`src/rtl/core/mcia_pkg.sv`:
```
package mcia_pkg;

    // request codes
    localparam logic FUNC_ALLOC = 1'b0;
    localparam logic FUNC_FREE  = 1'b1;

    // width of the id and count ports
    localparam int PORT_W = 8;

    // controller states
    typedef enum logic [1:0] {
        ST_INIT,
        ST_IDLE,
        ST_ALLOC,
        ST_FREE
    } t_state;

endpackage

```
`src/rtl/core/mcia_ram.sv`:
```
module mcia_ram #(
    parameter int WIDTH = 32,
    parameter int DEPTH = 8
) (
    input  logic                                   i_clk,
    input  logic                                   i_wr_en,
    input  logic [(DEPTH > 1 ? $clog2(DEPTH) : 1)-1:0] i_wr_addr,
    input  logic [WIDTH-1:0]                       i_wr_data,
    input  logic                                   i_rd_en,
    input  logic [(DEPTH > 1 ? $clog2(DEPTH) : 1)-1:0] i_rd_addr,
    output logic [WIDTH-1:0]                       o_rd_data
);

    logic [WIDTH-1:0] r_mem [DEPTH];
    logic [WIDTH-1:0] r_rd_data;

    // single write port
    always_ff @(posedge i_clk) begin
        if (i_wr_en) begin
            r_mem[i_wr_addr] <= i_wr_data;
        end
    end

    // registered read port
    always_ff @(posedge i_clk) begin
        if (i_rd_en) begin
            r_rd_data <= r_mem[i_rd_addr];
        end
    end

    assign o_rd_data = r_rd_data;

endmodule

```
`src/rtl/core/mmu_context_id_allocator_core.sv`:
```
// a free passes through ST_FREE, where its bitmap word is read back, and then shows
// o_valid; an allocate stays in ST_ALLOC until it reads a bitmap word that is not
// all taken (one word read per cycle from the bitmap ram), then shows o_valid;
// out-of-range, shared-id and pool-empty requests answer in the next cycle. one
// request at a time, next start the cycle o_valid shows. after reset a clearing pass
// loads the bitmap word by word with busy high. the result strobe cannot be stalled.
module mmu_context_id_allocator_core #(
    parameter int NUM_CONTEXTS  = 256,
    parameter int MAP_WORD_BITS = 32   // power of two
) (
    input  logic                        i_clk,
    input  logic                        i_rst_n,
    input  logic                        start,
    output logic                        busy,
    input  logic                        i_func,
    input  logic [mcia_pkg::PORT_W-1:0] i_release_id,
    output logic                        o_valid,
    output logic [mcia_pkg::PORT_W-1:0] o_granted_id,
    output logic                        o_got_shared,
    output logic                        o_bad_free,
    output logic [mcia_pkg::PORT_W-1:0] o_free_count
);

    import mcia_pkg::*;

    localparam int MAP_WORDS = (NUM_CONTEXTS + MAP_WORD_BITS - 1) / MAP_WORD_BITS;
    localparam int WORD_W    = (MAP_WORDS > 1) ? $clog2(MAP_WORDS) : 1;
    localparam int BIT_W     = $clog2(MAP_WORD_BITS);
    localparam int CNT_W     = $clog2(NUM_CONTEXTS + 1);
    localparam int SHARED_ID = NUM_CONTEXTS - 1;

    // reset image of one bitmap word: every id below the shared one is free
    function automatic logic [MAP_WORD_BITS-1:0] init_word(input logic [WORD_W-1:0] w);
        logic [MAP_WORD_BITS-1:0] v;
        logic [31:0]              base;
        base = 32'(w) << BIT_W;
        for (int j = 0; j < MAP_WORD_BITS; j++) begin
            v[j] = (base + 32'(j)) < 32'(SHARED_ID);
        end
        return v;
    endfunction

    // index of the lowest set bit
    function automatic logic [BIT_W-1:0] lowest_bit(input logic [MAP_WORD_BITS-1:0] v);
        logic [BIT_W-1:0] r;
        r = '0;
        for (int i = MAP_WORD_BITS - 1; i >= 0; i--) begin
            if (v[i]) begin
                r = BIT_W'(i);
            end
        end
        return r;
    endfunction

    t_state                   r_state, n_state;
    logic [WORD_W-1:0]        r_word, n_word;
    logic [BIT_W-1:0]         r_bit, n_bit;
    logic [CNT_W-1:0]         r_total, n_total;
    logic                     r_valid, n_valid;
    logic [PORT_W-1:0]        r_granted, n_granted;
    logic                     r_shared, n_shared;
    logic                     r_bad, n_bad;

    logic                     ram_wr_en;
    logic [WORD_W-1:0]        ram_wr_addr;
    logic [MAP_WORD_BITS-1:0] ram_wr_data;
    logic                     ram_rd_en;
    logic [WORD_W-1:0]        ram_rd_addr;
    logic [MAP_WORD_BITS-1:0] ram_rd_data;

    logic                     accept;
    logic [31:0]              rel_ext;
    logic                     rel_oob;
    logic                     rel_shared;
    logic                     go_alloc;
    logic                     go_free;
    logic [BIT_W-1:0]         low_bit;
    logic [MAP_WORD_BITS-1:0] one_hot;
    logic [31:0]              grant_ext;
    logic [31:0]              count_ext;
    logic                     last_init;

    // free bitmap storage
    mcia_ram #(
        .WIDTH (MAP_WORD_BITS),
        .DEPTH (MAP_WORDS)
    ) u_map (
        .i_clk     (i_clk),
        .i_wr_en   (ram_wr_en),
        .i_wr_addr (ram_wr_addr),
        .i_wr_data (ram_wr_data),
        .i_rd_en   (ram_rd_en),
        .i_rd_addr (ram_rd_addr),
        .o_rd_data (ram_rd_data)
    );

    // request decode
    assign accept     = start && (r_state == ST_IDLE);
    assign rel_ext    = 32'(i_release_id);
    assign rel_oob    = rel_ext >= 32'(NUM_CONTEXTS);
    assign rel_shared = rel_ext == 32'(SHARED_ID);
    assign go_alloc   = accept && (i_func == FUNC_ALLOC) && (r_total != '0);
    assign go_free    = accept && (i_func == FUNC_FREE) && !rel_oob && !rel_shared;
    assign last_init  = r_word == WORD_W'(MAP_WORDS - 1);

    // word search helpers
    assign low_bit   = lowest_bit(ram_rd_data);
    assign one_hot   = {{(MAP_WORD_BITS - 1){1'b0}}, 1'b1}
                       << ((r_state == ST_FREE) ? r_bit : low_bit);
    assign grant_ext = (32'(r_word) << BIT_W) | 32'(low_bit);

    // next state
    always_comb begin
        n_state = r_state;
        unique case (r_state)
            ST_INIT: begin
                if (last_init) begin
                    n_state = ST_IDLE;
                end
            end
            ST_IDLE: begin
                if (go_alloc) begin
                    n_state = ST_ALLOC;
                end else if (go_free) begin
                    n_state = ST_FREE;
                end
            end
            ST_ALLOC: begin
                if (ram_rd_data != '0) begin
                    n_state = ST_IDLE;
                end
            end
            ST_FREE: begin
                n_state = ST_IDLE;
            end
            default: n_state = ST_INIT;
        endcase
    end

    // datapath, ram control and result words
    always_comb begin
        n_word      = r_word;
        n_bit       = r_bit;
        n_total     = r_total;
        n_valid     = 1'b0;
        n_granted   = '0;
        n_shared    = 1'b0;
        n_bad       = 1'b0;
        ram_wr_en   = 1'b0;
        ram_wr_addr = r_word;
        ram_wr_data = '0;
        ram_rd_en   = 1'b0;
        ram_rd_addr = '0;
        unique case (r_state)
            ST_INIT: begin
                ram_wr_en   = 1'b1;
                ram_wr_data = init_word(r_word);
                n_word      = last_init ? '0 : r_word + WORD_W'(1);
            end
            ST_IDLE: begin
                if (go_alloc) begin
                    ram_rd_en = 1'b1;
                    n_word    = '0;
                end else if (go_free) begin
                    ram_rd_en   = 1'b1;
                    ram_rd_addr = WORD_W'(rel_ext >> BIT_W);
                    n_word      = WORD_W'(rel_ext >> BIT_W);
                    n_bit       = rel_ext[BIT_W-1:0];
                end else if (accept) begin
                    // pool empty, out of range or shared id: answer at once
                    n_valid = 1'b1;
                    if (i_func == FUNC_ALLOC) begin
                        n_granted = PORT_W'(SHARED_ID);
                        n_shared  = 1'b1;
                    end else begin
                        n_bad = rel_oob;
                    end
                end
            end
            ST_ALLOC: begin
                if (ram_rd_data != '0) begin
                    ram_wr_en   = 1'b1;
                    ram_wr_data = ram_rd_data & ~one_hot;
                    n_total     = r_total - CNT_W'(1);
                    n_valid     = 1'b1;
                    n_granted   = grant_ext[PORT_W-1:0];
                end else begin
                    ram_rd_en   = 1'b1;
                    ram_rd_addr = r_word + WORD_W'(1);
                    n_word      = r_word + WORD_W'(1);
                end
            end
            ST_FREE: begin
                n_valid = 1'b1;
                if (ram_rd_data[r_bit]) begin
                    n_bad = 1'b1;
                end else begin
                    ram_wr_en   = 1'b1;
                    ram_wr_data = ram_rd_data | one_hot;
                    n_total     = r_total + CNT_W'(1);
                end
            end
            default: begin
                n_word = '0;
            end
        endcase
    end

    // control registers
    always_ff @(posedge i_clk) begin
        if (!i_rst_n) begin
            r_state <= ST_INIT;
            r_word  <= '0;
            r_total <= CNT_W'(SHARED_ID);
            r_valid <= 1'b0;
        end else begin
            r_state <= n_state;
            r_word  <= n_word;
            r_total <= n_total;
            r_valid <= n_valid;
        end
    end

    // payload registers
    always_ff @(posedge i_clk) begin
        r_bit     <= n_bit;
        r_granted <= n_granted;
        r_shared  <= n_shared;
        r_bad     <= n_bad;
    end

    assign count_ext    = 32'(r_total);
    assign busy         = r_state != ST_IDLE;
    assign o_valid      = r_valid;
    assign o_granted_id = r_granted;
    assign o_got_shared = r_shared;
    assign o_bad_free   = r_bad;
    assign o_free_count = count_ext[PORT_W-1:0];

endmodule

```
`config.mk`:
```
export PLATFORM = sky130hd
export DESIGN_NAME = mmu_context_id_allocator_core
export DESIGN_NICKNAME = d
export VERILOG_FILES = /design/src/rtl/core/mcia_pkg.sv /design/src/rtl/core/mcia_ram.sv /design/src/rtl/core/mmu_context_id_allocator_core.sv
export SDC_FILE = /design/constraint.sdc
export NUM_CORES = 1
export LEC_CHECK = 0
export ABC_CLOCK_PERIOD_IN_PS = 4900
export CORE_MARGIN = 2
export CORE_UTILIZATION = 42
export CTS_CLUSTER_SIZE = 24
export DETAILED_ROUTE_END_ITERATION = 10
export DONT_BUFFER_PORTS = 1
export PLACE_DENSITY = 0.57
export SYNTH_ARGS = -nofsm -noshare
export SYNTH_HDL_FRONTEND = slang
export SYNTH_HIERARCHICAL = 1
export SYNTH_SLANG_ARGS = --single-unit
```
`constraint.sdc`:
```
create_clock -name i_clk -period 4.9 [get_ports i_clk]
set_input_delay 0.245 -clock i_clk [delete_from_list [all_inputs] [get_ports i_clk]]
set_output_delay 0.245 -clock i_clk [all_outputs]
set_load 0.01 [all_outputs]
```
==> results of run 1 <==
[final cells by class]
class                   instances  share of cell area
multi-input cells             466               0.294
flip-flops and latches        318               0.583
repair buffers                 31              0.0202
clock inverters                 8             0.00400
well taps                     448              0.0351
inverters                      16             0.00377
clock buffers                  51              0.0599
[layer usage]
metal	vias to the layer above	track usage
met5	-	0
met4	0	0.0484
met3	61	0.0274
met2	291	0.285
met1	4101	0.273
li1	3531	-
[critical path, delay by kind of cell, from the launching register on]
kind	cells	cell delay, ns
mux	2	0.91
compound gates	1	0.20
buf+inv	1	0.34
simple gates	5	1.84
flops	1	0.50
[cells in the final DEF, fill, tap and decap left out, types with 20 or more instances in the layout]
cell       count
mux2i_1       20
mux2_2        33
a21oi_1       26
nor2_1        32
edfxtp_1     293
clkbuf_16     35
nand2_1       41
mux4_2        29
mux4_1        41
dfxtp_1       25
[timing repair]
item / 4_1_cts / 5_1_grt
gates resized for setup: 0 / 0
hold buffers: 6 / 0
hold endpoints to repair: 20 / 0
[registers in the layout (all words and copies together) (netlist names), 2 cells and up]
name / flops
r_state: 2
r_bit: 5
u_map/r_mem: 256
o_granted_id: 8
u_map/o_rd_data: 32
r_word: 3
r_total: 9
[path summary, 6_finish.rpt]
path	start	endpoint	cells after the start
worst max-delay path	u_map/o_rd_data[2]	u_map/o_rd_data[24]	9
worst max register to register	u_map/o_rd_data[2]	u_map/o_rd_data[24]	9
worst min-delay path	i_release_id[7]	r_word[2]	2
worst min register to register	r_total[8]	r_total[8]	2
[where the power goes]
group          switching [uW]  total (uW)  internal, uW
Clock                     965        2360          1400
Combinational            1090        1630           539
Sequential                119        4020          3900
[logic make-up after synthesis]
logic type / synth area share
flops: 0.652
simple gates: 0.0675
compound gates: 0.0751
mux: 0.161
buf+inv: 0.0256
fa+ha+maj: 0.0137
xor+xnor: 0.00491
[per-stage QoR]
step | total power, uW | instances | setup slack, ns | utilization | hold slack [ns]
3_5_place_dp | 5720 | 1273 | 0.846 | 0.443 | 0.311
5_1_grt | 8370 | 1338 | 0.498 | 0.476 | 0.0378
6_report | 8010 | 1338 | 0.828 | 0.476 | 0.0351
4_1_cts | 8100 | 1338 | 0.832 | 0.476 | 0.0198
3_3_place_gp | 5670 | 1273 | 0.880 | 0.443 | 0.309
2_1_floorplan | 5020 | 849 | 0.198 | - | 0.344
==> out/qor.txt, run 1 <==
Outcome - complete, no violations
Die ar. - 35,500 um2
Most common cell in the netlist - edfxtp_1
Final antenna-violating net count - 0
Synth Flop Type - edfxtp_1
Most frequent cells after synthesis - 293 x edfxtp_1, 41 x mux4_1, 41 x nand2_1
Register area share after synthesis - 0.652
First-pass GRT wire length - 49.3 mm
Crit-path cells - nor4_1, nand3_1, nor4_4, nand2_1, o21ai_0, and2_4, buf_12, mux4_1, mux2_2
CTS sink count - 318
Area grow syn2layout - 11.8%
Fmax - 246 MHz
Placed Area - 14,900 um2
TritonCTS clock tree - yes
Reg2reg setup slack - 0.83 ns
Post-synth EDFFs - 293
Via density - 5.97
Share of layout cells above drive strength 1 - 0.188
Syn_area_per_cell - 16.8 um2
Measured slew at the worst slew-check pin - 0.864 ns
Fillers - 2,855
RSZ-0062 raised after global routing - false
Initial Util - 0.425
Grt ovf - 0
# nets final - 895
Die height - 188 um
Syn Inst Count - 849
Synth cell types - 75
Multi-input gate area in the final layout - 4690 um2
CP arrival - 4.33 ns
WL final - 32.4 mm
TritonCTS buffer count - 35
Cell area after layout - 15,900 um2
Setup TNS - 0 ns
Peak VDD IR - 0.401 mV
I/O Pins - 32
Net count after synthesis - 876
Final hold violation count - 0
Max_slew headroom - 0.421
Uppermost layer routed - met4
DR DRC count - 0
Detailed Routing Iterations Pass 1 - 6
Crit start category - register
Crit Path Max Fanout - 38
Max Cap Viol - 0
Crit end category - register
CP max stage cell - mux4_1
Antenna cells - 0
Pwr dens - 503 nW/um2
Clock Path Buffers - 3
Final min period - 4.07 ns
Via count - 7,984
WL met2 - 14.7 mm
Row Count - 67
Setup CP Type - register to register
Final Max Tran Viols - 0
Clock Pin Slew Worst Setup and Hold Paths - 0.06 ns
Reg area - 9300 um2
Hold Crit Class - primary input to register
Detail Placement HPWL - 20.3 mm
Warnings, synthesis - 6
Core Area - 33,500 um2
Largest cells by area after synthesis - edfxtp_1 62%, mux4_1 7.6%, mux4_2 4.6%, dfxtp_1 3.5%, mux2_2 2.6%
Yosys top cell by area - edfxtp_1
H-Tree Level Count - 2
Setup Skew - 0.0221 ns
Initial drt markers - 801
Final Setup Violations - 0
Synthesized flop and latch total - 318
GPL Wtd Cong - 0.896
IO buf count - 0
Final Cycle Share - 0.831
CP required - 5.16 ns
Lkg Pwr - 0.00452 uW
Largest net degree at the start of global routing - 42
Initial antenna violation count - 0
Synth top area share - 0.617
Worst skew pair latency - 0.51 ns
All-Layer GR Usage - 0.184
Worst stage delay on the critical path - 0.63 ns
Ys async rst share - 0
Post-CTS Setup Inserts - 0
CTS root buf - clkbuf_16
Met3 WL post-DR - 1.93 mm
Wire per inst - 24.2 um
Cell area after synthesis - 14,300 um2
Horiz. Die Dim - 188 um
Wl on met1 - 15.1 mm
Vias in the first global route - 7,968
Note: power is estimated with default switching activity, not from simulation.
==> run 2: changes to the inputs <==
--- a/config.mk
+++ b/config.mk
@@ -5,7 +5,7 @@
 export SDC_FILE = /design/constraint.sdc
 export NUM_CORES = 1
 export LEC_CHECK = 0
-export ABC_CLOCK_PERIOD_IN_PS = 4900
+export ABC_CLOCK_PERIOD_IN_PS = 3300
 export CORE_MARGIN = 2
 export CORE_UTILIZATION = 42
 export CTS_CLUSTER_SIZE = 24
==> constraint.sdc (replaced) <==
create_clock -name i_clk -period 3.3 [get_ports i_clk]
set_input_delay 0.165 -clock i_clk [delete_from_list [all_inputs] [get_ports i_clk]]
set_output_delay 0.165 -clock i_clk [all_outputs]
set_load 0.01 [all_outputs]
==> out/qor.txt, run 2 (same netlist as run 1, synthesis figures left out) <==
Detail Placement HPWL - 21.9 mm (+7.5%)
IO buf count - 0 (unchanged)
Clock Pin Slew Worst Setup and Hold Paths - 0.07 ns (about the same)
Max reg flops - 256 (unchanged)
Crit end category - register
Non-filler cells, final - 1,439 (+7.5%)
Horiz. Die Dim - 188 um (unchanged)
Most frequent cells in the layout - 293 x edfxtp_1, 98 x buf_4, 41 x mux4_1, 40 x nand2_1, 36 x clkbuf_16
Via density - 5.84 (-2.1%)
Die height - 188 um (unchanged)
Peak VDD IR - 0.506 mV (+26%)
Via count - 8,407 (+5.3%)
Setup Skew - 0.0193 ns (-0.00284 ns)
Setup CP Type - register to register
Overall power - 12,300 uW (+54%)
Row Count - 67 (unchanged)
Final Cycle Share - 0.973 (+0.142)
Wire per inst - 24.4 um (+0.90%)
Largest net degree at the start of global routing - 41 (-2.4%)
H-Tree Level Count - 2 (unchanged)
Max Cap Viol - 0 (unchanged)
WL final - 35.2 mm (+8.5%)
First-pass GRT wire length - 52.4 mm (+6.2%)
Initial Util - 0.425 (unchanged)
WHS - 0.0767 ns (+0.0416 ns)
GPL Wtd Cong - 0.913 (+1.9%)
Antenna cells - 0 (unchanged)
Max_slew headroom - 0.537 (+0.115)
Fmax - 312 MHz (+27%)
DR DRC count - 0 (unchanged)
Worst skew pair latency - 0.52 ns (about the same)
Initial drt markers - 765 (-4.5%)
Clock Path Buffers - 3 (unchanged)
TritonCTS clock tree - yes
Placed Instances - 1,357 (+6.6%)
Detailed Routing Iterations Pass 1 - 5 (-1)
TritonCTS buffer count - 34 (-2.9%)
CTS sink count - 318 (unchanged)
I/O Pins - 32 (unchanged)
All-Layer GR Usage - 0.198 (+0.0138)
CP required - 3.66 ns (-1.50 ns)
Final antenna-violating net count - 0 (unchanged)
Hold Crit Class - primary input to register
Most flops, register - u_map/r_mem
Final Max Tran Viols - 0 (unchanged)
Final hold violation count - 0 (unchanged)
Vias in the first global route - 8,355 (+4.9%)
CP arrival - 3.57 ns (-0.76 ns)
Fillers - 2,808 (-1.6%)
Final min period - 3.21 ns (-0.862 ns)
Outcome - complete, no violations
Pwr dens - 723 nW/um2 (+44%)
Die ar. - 35,500 um2 (unchanged)
Initial antenna violation count - 0 (unchanged)
Area grow syn2layout - 19.3%
Grt ovf - 0 (unchanged)
Final Setup Violations - 0 (unchanged)
Measured slew at the worst slew-check pin - 0.684 ns (-0.180 ns)
CTS root buf - clkbuf_16
Commonest non-fill, non-tap cell in the layout - edfxtp_1
Share of layout cells above drive strength 1 - 0.282 (+0.0939)
Lkg Pwr - 0.00509 uW (+12%)
Crit start category - register
# nets final - 993 (+11%)
Crit Path Max Fanout - 10 (-74%)
Core Area - 33,500 um2 (unchanged)
==> run 2: cell count changes in the layout (fill, tap and decap cells not counted), sizes merged <==
cell / delta
o31ai: +1
bufinv: +2
buf: +91
inv: +1
clkinv: +8
clkbuf: -7
dlygate4sd3: +5
==> run 2: worst paths after layout <==
path | start | to | slack, ns | cells past startpoint
setup / recovery | u_map/o_rd_data[6] | u_map/r_mem[0][20] | 0.09 | 10
hold reg to reg | r_total[8] | r_total[8] | 0.48 | 2
hold / removal | start | o_got_shared | 0.08 | 4
setup reg to reg | u_map/o_rd_data[6] | u_map/r_mem[0][20] | 0.09 | 10
==> run 2: final cells by class <==
| cell class | instances | area [um2] | area share |
|---|---|---|---|
| clock inverters | 19 | 180 | 0.0106 |
| repair buffers | 129 | 1240 | 0.0728 |
| flip-flops and latches | 318 | 9300 | 0.546 |
| multi-input cells | 467 | 4800 | 0.282 |
| inverters | 16 | 60.1 | 0.00353 |
| well taps | 448 | 561 | 0.0329 |
| clock buffers | 42 | 881 | 0.0518 |
==> run 2: through the flow <==
step	instance area (um2)	util	TNS [ns]	worst slack, ns
after CTS	16800	0.501	0	0.0148
after detailed placement	15600	0.466	-2.07	-0.133
after global placement	15600	0.466	-2.88	-0.176
after floorplan	14300	-	-2.97	-0.0309
after global routing	17000	0.508	-0.00825	-0.00476
final	17000	0.508	0	0.0904
==> run 2: power by group <==
group | switching, uW | total, uW | internal, uW | leakage, uW
clock network | 1510 | 3650 | 2140 | 0.000521
registers | 163 | 5940 | 5780 | 0.00262
logic | 1710 | 2720 | 1020 | 0.00194
total | 3380 | 12300 | 8940 | 0.00509
==> run 2: what timing repair did <==
action                                  in CTS  in global routing
pin swaps                                    1                  3
endpoints found under the setup margin      40                120
endpoints found under the hold margin       21                  0
cloned                                       0                  4
buffers inserted                             0                  6
hold buffers                                11                  0
resized for setup                            1                 18
==> run 2: per-layer routing <==
metal | part of all wire | vias to the layer above | GRT usage | wire (um)
li1 | - | 3734 | - | -
met1 | 0.44 | 4305 | 0.284 | 15500
met2 | 0.46 | 307 | 0.310 | 16300
met3 | 0.067 | 61 | 0.0304 | 2370
met4 | 0.028 | 0 | 0.0637 | 973
met5 | 0 | - | 0 | 0
==> run 2: worst max-delay path, stage by stage, from the launching register on <==
cell      delay (ns)
edfxtp_1        0.48
buf_4           0.21
or4_4           0.52
nor4_1          0.32
a21boi_2        0.26
o31a_4          0.21
nand2b_1        0.17
buf_4           0.19
or3_1           0.33
a31oi_1         0.18
buf_4           0.18
==> run 3: changes to the inputs <==
--- a/config.mk
+++ b/config.mk
@@ -6,11 +6,11 @@
 export NUM_CORES = 1
 export LEC_CHECK = 0
 export ABC_CLOCK_PERIOD_IN_PS = 3300
+export BUFFER_PORTS_ARGS = -buffer_cell sky130_fd_sc_hd__buf_2
 export CORE_MARGIN = 2
 export CORE_UTILIZATION = 42
 export CTS_CLUSTER_SIZE = 24
 export DETAILED_ROUTE_END_ITERATION = 10
-export DONT_BUFFER_PORTS = 1
 export PLACE_DENSITY = 0.57
 export SYNTH_ARGS = -nofsm -noshare
 export SYNTH_HDL_FRONTEND = slang
==> out/qor.txt, run 3 (same netlist as run 1, synthesis figures left out) <==
Outcome - complete, no violations
CP required - 3.56 ns (-0.10 ns)
Via density - 5.78 (-1.0%)
Fmax - 309 MHz (-0.91%)
DP Worst Slack - -0.147 ns (-0.0141 ns)
Area grow syn2layout - 23.3%
Final Setup Violations - 0 (unchanged)
Setup CP Type - register to register
Die height - 188 um (unchanged)
Antenna cells - 0 (unchanged)
Overall power - 12,900 uW (+4.9%)
Detail Placement HPWL - 22.9 mm (+4.6%)
Core Area - 33,500 um2 (unchanged)
Share of layout cells above drive strength 1 - 0.361 (+0.0792)
Hold Path End - r_word[2]
Crit Path Max Fanout - 5 (-5)
Reg2reg setup slack - 0.06 ns (-0.03 ns)
Non-filler cells, final - 1,496 (+4.0%)
Crit-path cells - nor4_4, buf_4, nand4_1, buf_6, nor4_4, nand2_1, o21ai_1, and2_4, buf_12, buf_12, clkbuf_16, mux4_2, mux2_4
Initial drt markers - 943 (+23%)
Most frequent cells in the layout - 293 x edfxtp_1, 110 x buf_4, 62 x mux4_2, 41 x nand2_1, 41 x clkbuf_16
Final Max Tran Viols - 0 (unchanged)
Vias in the first global route - 8,530 (+2.1%)
Max Cap Viol - 0 (unchanged)
CP bufs+invs - 5 (+2)
Reg area - 9300 um2 (about the same)
First-pass GRT wire length - 53.7 mm (+2.5%)
Wire per inst - 24.4 um (-0.29%)
Row Count - 67 (unchanged)
Initial Util - 0.425 (unchanged)
Worst R2R End - u_map/o_rd_data[20]
Worst R2R Start - u_map/o_rd_data[27]
I/O Pins - 32 (unchanged)
Crit start category - register
WHS Path Cells - 3 (-1)
Final antenna-violating net count - 0 (unchanged)
Post-route setup slack - 0.0609 ns (-0.0295 ns)
Die ar. - 35,500 um2 (unchanged)
Multi-input gate area in the final layout - 4750 um2 (-1.0%)
Clock Pin Slew Worst Setup and Hold Paths - 0.05 ns (-0.02 ns)
Reg2Reg Depth - 13 (+3)
Worst skew pair latency - 0.52 ns (about the same)
Max_slew headroom - 0.476 (-0.0609)
Peak VDD IR - 0.397 mV (-22%)
Lkg Pwr - 0.00546 uW (+7.4%)
Horiz. Die Dim - 188 um (unchanged)
Final min period - 3.24 ns (+0.0295 ns)
CTS root buf - clkbuf_16
Placed Instances - 1,393 (+2.7%)
Initial antenna violation count - 0 (unchanged)
Measured slew at the worst slew-check pin - 0.784 ns (+0.0993 ns)
Hold_sp - i_release_id[7]
Stages on worst setup path - 13 (+3)
CP max stage cell - mux4_2
TritonCTS clock tree - yes
All-Layer GR Usage - 0.203 (+0.00517)
H-Tree Level Count - 2 (unchanged)
Pwr dens - 734 nW/um2 (+1.4%)
CTS sink count - 318 (unchanged)
TritonCTS buffer count - 36 (+5.9%)
Grt ovf - 0 (unchanged)
WL final - 36.5 mm (+3.7%)
Detailed Routing Iterations Pass 1 - 6 (+1)
Setup TNS - 0 ns (unchanged)
Largest net degree at the start of global routing - 37 (-9.8%)
Delay-heaviest family, CP - simple AND/OR/NAND/NOR gates
Worst stage delay on the critical path - 0.49 ns (-0.03 ns)
Commonest non-fill, non-tap cell in the layout - edfxtp_1
Fillers - 2,742 (-2.4%)
# nets final - 1,047 (+5.4%)
Max reg flops - 256 (unchanged)
GPL Wtd Cong - 0.940 (+2.9%)
Clock Path Buffers - 3 (unchanged)
Crit end category - register
Via count - 8,653 (+2.9%)
DR DRC count - 0 (unchanged)
Most flops, register - u_map/r_mem
Final hold violation count - 0 (unchanged)
RSZ-0062 raised after global routing - true
Setup Skew - 0.0166 ns (-0.00266 ns)
CP arrival - 3.50 ns (-0.07 ns)
IO buf count - 31 (+31)
Final Cycle Share - 0.982 (+0.00893)
Hold Crit Class - primary input to register
## run 3: changes by cell type in the layout (fill, tap and decap cells not counted), moves of 2 or more
cell           before  now
mux4_1             41    8
mux4_2             29   62
buf_2               0   31
mux2_2             32   16
mux2_4              1   17
buf_12             16   28
buf_4              98  110
clkbuf_16          36   41
dlygate4sd3_1      11    6
clkbuf_1            8   12
clkinv_1            7    3
nand2b_2            1    3
## run 3: cell type report
cell class                 count  area share
clock buffer                  49      0.0552
sequential                   318       0.529
clock inverter                17      0.0113
multi-input combinational    466       0.270
tap                          448      0.0319
timing repair buffer         182      0.0996
inverter                      16     0.00341
## run 3: how the worst max path moves through the flow
stage | start | end | slack (ns)
after floorplan | r_bit[0] | u_map/r_mem[7][0] | -0.03
after global placement | u_map/o_rd_data[8] | u_map/r_mem[3][6] | -0.19
after detailed placement | u_map/o_rd_data[8] | u_map/r_mem[2][6] | -0.15
after CTS | u_map/o_rd_data[24] | u_map/o_rd_data[19] | 0.008
after global routing | u_map/o_rd_data[27] | u_map/o_rd_data[20] | -0.09
final | u_map/o_rd_data[27] | u_map/o_rd_data[20] | 0.06
## run 3: what timing repair did
action,CTS,global route
endpoints found under the hold margin,13,0
hold buffers,6,0
endpoints found under the setup margin,101,245
resized for setup,9,74
buffers inserted,6,20
gates cloned,2,4
pin swaps,3,10
## run 3: where the power goes
part,internal [uW],switching [uW],total [uW]
Sequential,5780,161,5940
Combinational,1180,1830,3010
Clock,2390,1560,3960
Total,9360,3550,12900
## run 3: metrics by stage
step	utilization	instance area (um2)	hold slack, ns
after floorplan	-	14300	0.264
after global placement	0.473	15800	0.369
after detailed placement	0.473	15800	0.367
after CTS	0.515	17300	0.0680
after global routing	0.525	17600	0.0950
final	0.525	17600	0.0826
## run 3: layer usage
metal | vias to the layer above | wire length, um | track usage
met5 | - | 0 | 0
li1 | 3810 | - | -
met3 | 72 | 2420 | 0.0352
met4 | 0 | 971 | 0.0640
met2 | 356 | 17000 | 0.322
met1 | 4415 | 16100 | 0.287
## run 3: tightest hold or removal path, cell delays in order
cell and delay (ns):
buf_2 0.11, a221o_1 0.14, and3_1 0.14
